File: src/ring_buffer_deque_unit_defines.svh
// Assertion macros for the deque RTL.
// Depends on: nothing; users must have clk and rst in scope.
`ifndef RING_BUFFER_DEQUE_UNIT_DEFINES_SVH
`define RING_BUFFER_DEQUE_UNIT_DEFINES_SVH

// Expression must hold at every clock edge outside reset.
`define RBD_ASSERT_ALWAYS(lbl, expr, msg) \
  lbl: assert property (@(posedge clk) disable iff (rst) (expr)) else $error(msg);

// Antecedent in one cycle implies the consequent in the next one.
`define RBD_ASSERT_NEXT(lbl, ante, cons, msg) \
  lbl: assert property (@(posedge clk) disable iff (rst) (ante) |=> (cons)) else $error(msg);

`endif

File: src/rbd_pkg.sv
// Types, operation codes and status codes of the ring buffer deque.
// Depends on: nothing.
package rbd_pkg;

  localparam int RBD_DEPTH = 128;

  localparam logic [2:0] FUNC_PUSH_HEAD = 3'd0;
  localparam logic [2:0] FUNC_PUSH_TAIL = 3'd1;
  localparam logic [2:0] FUNC_POP_HEAD  = 3'd2;
  localparam logic [2:0] FUNC_POP_TAIL  = 3'd3;
  localparam logic [2:0] FUNC_PEEK_HEAD = 3'd4;
  localparam logic [2:0] FUNC_PEEK_TAIL = 3'd5;
  localparam logic [2:0] FUNC_CLEAR     = 3'd6;

  localparam logic [1:0] STATUS_DONE  = 2'd0;
  localparam logic [1:0] STATUS_EMPTY = 2'd1;
  localparam logic [1:0] STATUS_FULL  = 2'd2;

  typedef struct packed {
    logic [2:0]         func;
    logic signed [31:0] push_value;
  } req_t;

  typedef struct packed {
    logic signed [31:0] read_value;
    logic [1:0]         status;
    logic               now_empty;
  } rsp_t;

  // Controller to datapath commands.
  typedef struct packed {
    logic load_in;   // capture the request transaction
    logic exec;      // memory access and pointer update
    logic load_out;  // fill the result register
  } ctl_cmd_t;

endpackage

File: src/rbd_ctrl.sv
// Controller: sequences accept, store access and result capture.
// Depends on: rbd_pkg, ring_buffer_deque_unit_defines.svh.
`include "ring_buffer_deque_unit_defines.svh"

module rbd_ctrl import rbd_pkg::*; (
  input  logic     clk,
  input  logic     rst,
  input  logic     req_valid,
  output logic     req_stall,
  output logic     rsp_valid,
  input  logic     rsp_stall,
  output ctl_cmd_t cmd
);

  localparam logic [1:0] ST_IDLE    = 2'd0;
  localparam logic [1:0] ST_ACCESS  = 2'd1;
  localparam logic [1:0] ST_CAPTURE = 2'd2;

  logic [1:0] state;
  logic [1:0] state_next;
  logic       out_free;

  assign out_free  = !rsp_valid || !rsp_stall;
  assign req_stall = (state != ST_IDLE);

  always_comb begin
    state_next   = state;
    cmd.load_in  = 1'b0;
    cmd.exec     = 1'b0;
    cmd.load_out = 1'b0;
    unique case (state)
      ST_IDLE: begin
        if (req_valid) begin
          cmd.load_in = 1'b1;
          state_next  = ST_ACCESS;
        end
      end
      ST_ACCESS: begin
        cmd.exec   = 1'b1;
        state_next = ST_CAPTURE;
      end
      ST_CAPTURE: begin
        if (out_free) begin
          cmd.load_out = 1'b1;
          state_next   = ST_IDLE;
        end
      end
      default: begin
        state_next = ST_IDLE;
      end
    endcase
  end

  always_ff @(posedge clk) begin
    if (rst) begin
      state     <= ST_IDLE;
      rsp_valid <= 1'b0;
    end else begin
      state <= state_next;
      if (cmd.load_out) begin
        rsp_valid <= 1'b1;
      end else if (!rsp_stall) begin
        rsp_valid <= 1'b0;
      end
    end
  end

  // A pending result is never overwritten.
  `RBD_ASSERT_ALWAYS(a_no_overwrite, !cmd.load_out || out_free, "result overwritten")
  `RBD_ASSERT_NEXT(a_accept_access, req_valid && !req_stall, state == ST_ACCESS,
                   "accepted transaction did not reach store access")
  `RBD_ASSERT_NEXT(a_exec_capture, cmd.exec, state == ST_CAPTURE && !cmd.exec,
                   "store access not followed by capture")
  `RBD_ASSERT_NEXT(a_load_valid, cmd.load_out, rsp_valid, "loaded result not presented")

endmodule

File: config.mk
export PLATFORM = sky130hd
export DESIGN_NAME = rbd_ctrl
export DESIGN_NICKNAME = d
export VERILOG_FILES = /design/src/rbd_pkg.sv /design/src/rbd_ctrl.sv
export VERILOG_INCLUDE_DIRS = /design/src /design/src/src
export SDC_FILE = /design/constraint.sdc
export NUM_CORES = 1
export LEC_CHECK = 0
export BUFFER_PORTS_ARGS = -buffer_cell sky130_fd_sc_hd__buf_2
export CAP_MARGIN = 20
export CORE_AREA = 3 3 40 42
export CTS_BUF_LIST = sky130_fd_sc_hd__clkbuf_2 sky130_fd_sc_hd__clkbuf_4 sky130_fd_sc_hd__clkbuf_8
export DETAILED_ROUTE_END_ITERATION = 6
export DIE_AREA = 0 0 43 45
export PLACE_DENSITY = 0.3
export SYNTH_ARGS = -nofsm -noshare
export SYNTH_HDL_FRONTEND = slang
export SYNTH_SLANG_ARGS = --single-unit
File: constraint.sdc
create_clock -name clk -period 1.6 [get_ports clk]
set_clock_uncertainty 0.2 [all_clocks]
set_input_delay 0 -clock clk [delete_from_list [all_inputs] [get_ports clk]]
set_output_delay 0 -clock clk [all_outputs]
set_load 0.1 [all_outputs]
==> impl_results.md <==
- Initial DRC count: 0
- FP Rows: 13
- DR vias/cell: 3.29
- CTS Buf Count: 3
- Dpl cells: 37
- Max FO, Critical Path: 3
- Power Density: 1130 nW/um^2
- Remaining global-route overflow: 0
- First-pass GRT wire length: 586 um
- Worst-path clk slew: 0.04 ns
- Core area: 1280 um^2
- Status: finished clean
- Design area: 293 um^2
- Crit. End Element: flop
- Final setup vio count: 0
- Routability Congestion: 0.626
- Hold Path Class: in -> reg
- Critical Path Source Type: input pin
- Post-cts resize count: 0
- Post-route ant nets: 0
- Initial Util: 10.7%
- PortBufs: 8
- Die X-Extent: 43 um
- Worst reg2reg endpoint: state[1]
- Die area: 1940 um^2
- Total power: 0.330 mW
- Reg2reg path depth: 3
- RSZ-0062 raised after global routing: no
- Fillers: 147
- Final hold viol count: 0
- Mean Syn Cell Area: 9.18 um^2
- Seq/Total Area, Yosys: 43.6%
- CP Capture Point: state[1]
- Post-DP Area: 223 um^2
- Leak: 0.138 nW
- Synth area leaders: dfxtp_1 44%, a21oi_1 11%, nand2b_1 9.1%
- Highest clock rate: 661 MHz
- Ratio of cells with drive above 1 in the final layout: 53.3%
- Footprint of the multi-input gates: 83.8 um^2
- Pre-Repair DR Iteration Count: 1
- Mapped Area: 138 um^2
- Final Critical Period: 1.51 ns
- Worst-Skew Late Latency: 0.23 ns
- Top cell type's share of synthesized area: 43.6%
- Worst EP arrival: 1.48 ns
- WHS Path Cells: 3
- Final Net Count: 35
- Yosys cell types: 10
- Routed Wire Length: 345 um
- Slew HR: 67.6%
- Setup bufs post-CTS: 0
- R2r setup slk: 0.09 ns
- Max Buffers Root-to-Sink: 2
- Synth warn: 0
- Storage cell area: 61.3 um^2
- Worst Tran Pin Value: 0.489 ns
- Sinks on Clock Net: 3
- Worst IR Drop VDD: 268 uV
- Vias in the first global route: 153
- Non-Filler Instances: 45
- P&R area growth vs syn: 113%
- Required @ worst endpoint: 1.57 ns
- Vias: 148
- Final Max Slew Viols: 0
- Diode count: 0
- Initial antenna violation count: 0
- Total track usage: 4.83%
- Fin crit share: 94.6%
- Post-synth net total: 19
- Die height: 45 um
- Htree depth: 1
- Fin util: 22.8%
- Largest area contributor in the netlist: dfxtp_1
- Largest net degree at the start of global routing: 6
- Critical path class: in -> reg
- Root Driver: clkbuf_4
- Post-route DRC: 0
- Reg2Reg Launch Point: state[0]
- Hold buffer count at CTS: 4
- WL per Instance: 7.67 um
- Worst Setup SP: rsp_stall
- Synth Register Bits: 3
- Mapped Cells: 15
- IO Count: 9
- Max Cap Viol: 0
- CTS tree: yes
-- area by class of cell --
| class | count | area share (%) |
|---|---|---|
| inverters | 1 | 1.28 |
| well taps | 15 | 6.41 |
| multi-input cells | 10 | 28.6 |
| clock buffers | 4 | 10.3 |
| flip-flops and latches | 3 | 20.9 |
| repair buffers | 12 | 32.5 |
-- per-stage QoR --
step / setup WS (ns) / TNS (ns) / hold WS, ns
floorplan: -0.0609 / -0.0609 / -0.138
global placement: 0.427 / 0 / -0.0116
detailed placement: 0.427 / 0 / -0.00835
CTS: 0.107 / 0 / 0.292
global route: 0.0292 / 0 / 0.323
finish: 0.0864 / 0 / 0.292
-- cells in the final DEF (no fill, tap or decap), drive strengths merged --
master	count
or2	1
a21oi	3
buf	8
nand4b	1
clkbuf	4
dlygate4sd3	4
nand2	1
nand2b	2
and2b	1
dfxtp	3
nor3b	1
inv	1
-- worst max-delay path, stage by stage --
cell	delay, ns
dlygate4sd3_1	0.52
buf_2	0.14
nand4b_1	0.10
a21oi_1	0.15
dlygate4sd3_1	0.56
-- cells in the mapped netlist, drive strengths merged --
| cell | n |
|---|---|
| a21oi | 3 |
| and2b | 1 |
| buf | 1 |
| dfxtp | 3 |
| inv | 1 |
| nand2 | 1 |
| nand2b | 2 |
| nand4b | 1 |
| nor3b | 1 |
| or2 | 1 |
-- logic make-up after synthesis --
| logic type | count (synthesis) | synth area share, % |
|---|---|---|
| flip-flops | 3 | 43.6 |
| AND/OR/NAND/NOR | 7 | 37.3 |
| AO/OA/AOI/OAI | 3 | 10.9 |
| buffers and inverters | 2 | 8.18 |
-- how the worst min path moves through the flow --
| stage | start | endpoint | slack (ns) |
|---|---|---|---|
| finish | rst | rsp_valid | 0.29 |
| CTS | rst | rsp_valid | 0.29 |
| detailed placement | rst | state[1] | -0.008 |
| floorplan | rst | state[1] | -0.14 |
| global placement | rst | state[1] | -0.01 |
| global route | rst | rsp_valid | 0.32 |
-- where the power goes --
group,switching [mW],internal (mW)
Sequential,0.00510,0.0790
Combinational,0.0690,0.0258
Clock,0.0403,0.110
Total,0.114,0.215
-- per-layer routing --
metal / track usage, % / wire length [um]
met5: 0 / 0
met1: 3.13 / 120
met3: 5.18 / 24
met4: 5.42 / 0
met2: 6.89 / 199
-- sequential cells by signal, indices dropped and copies added, names as in the netlist --
name,count
state,2
rsp_valid,1
(Power assumes the default switching activity.)
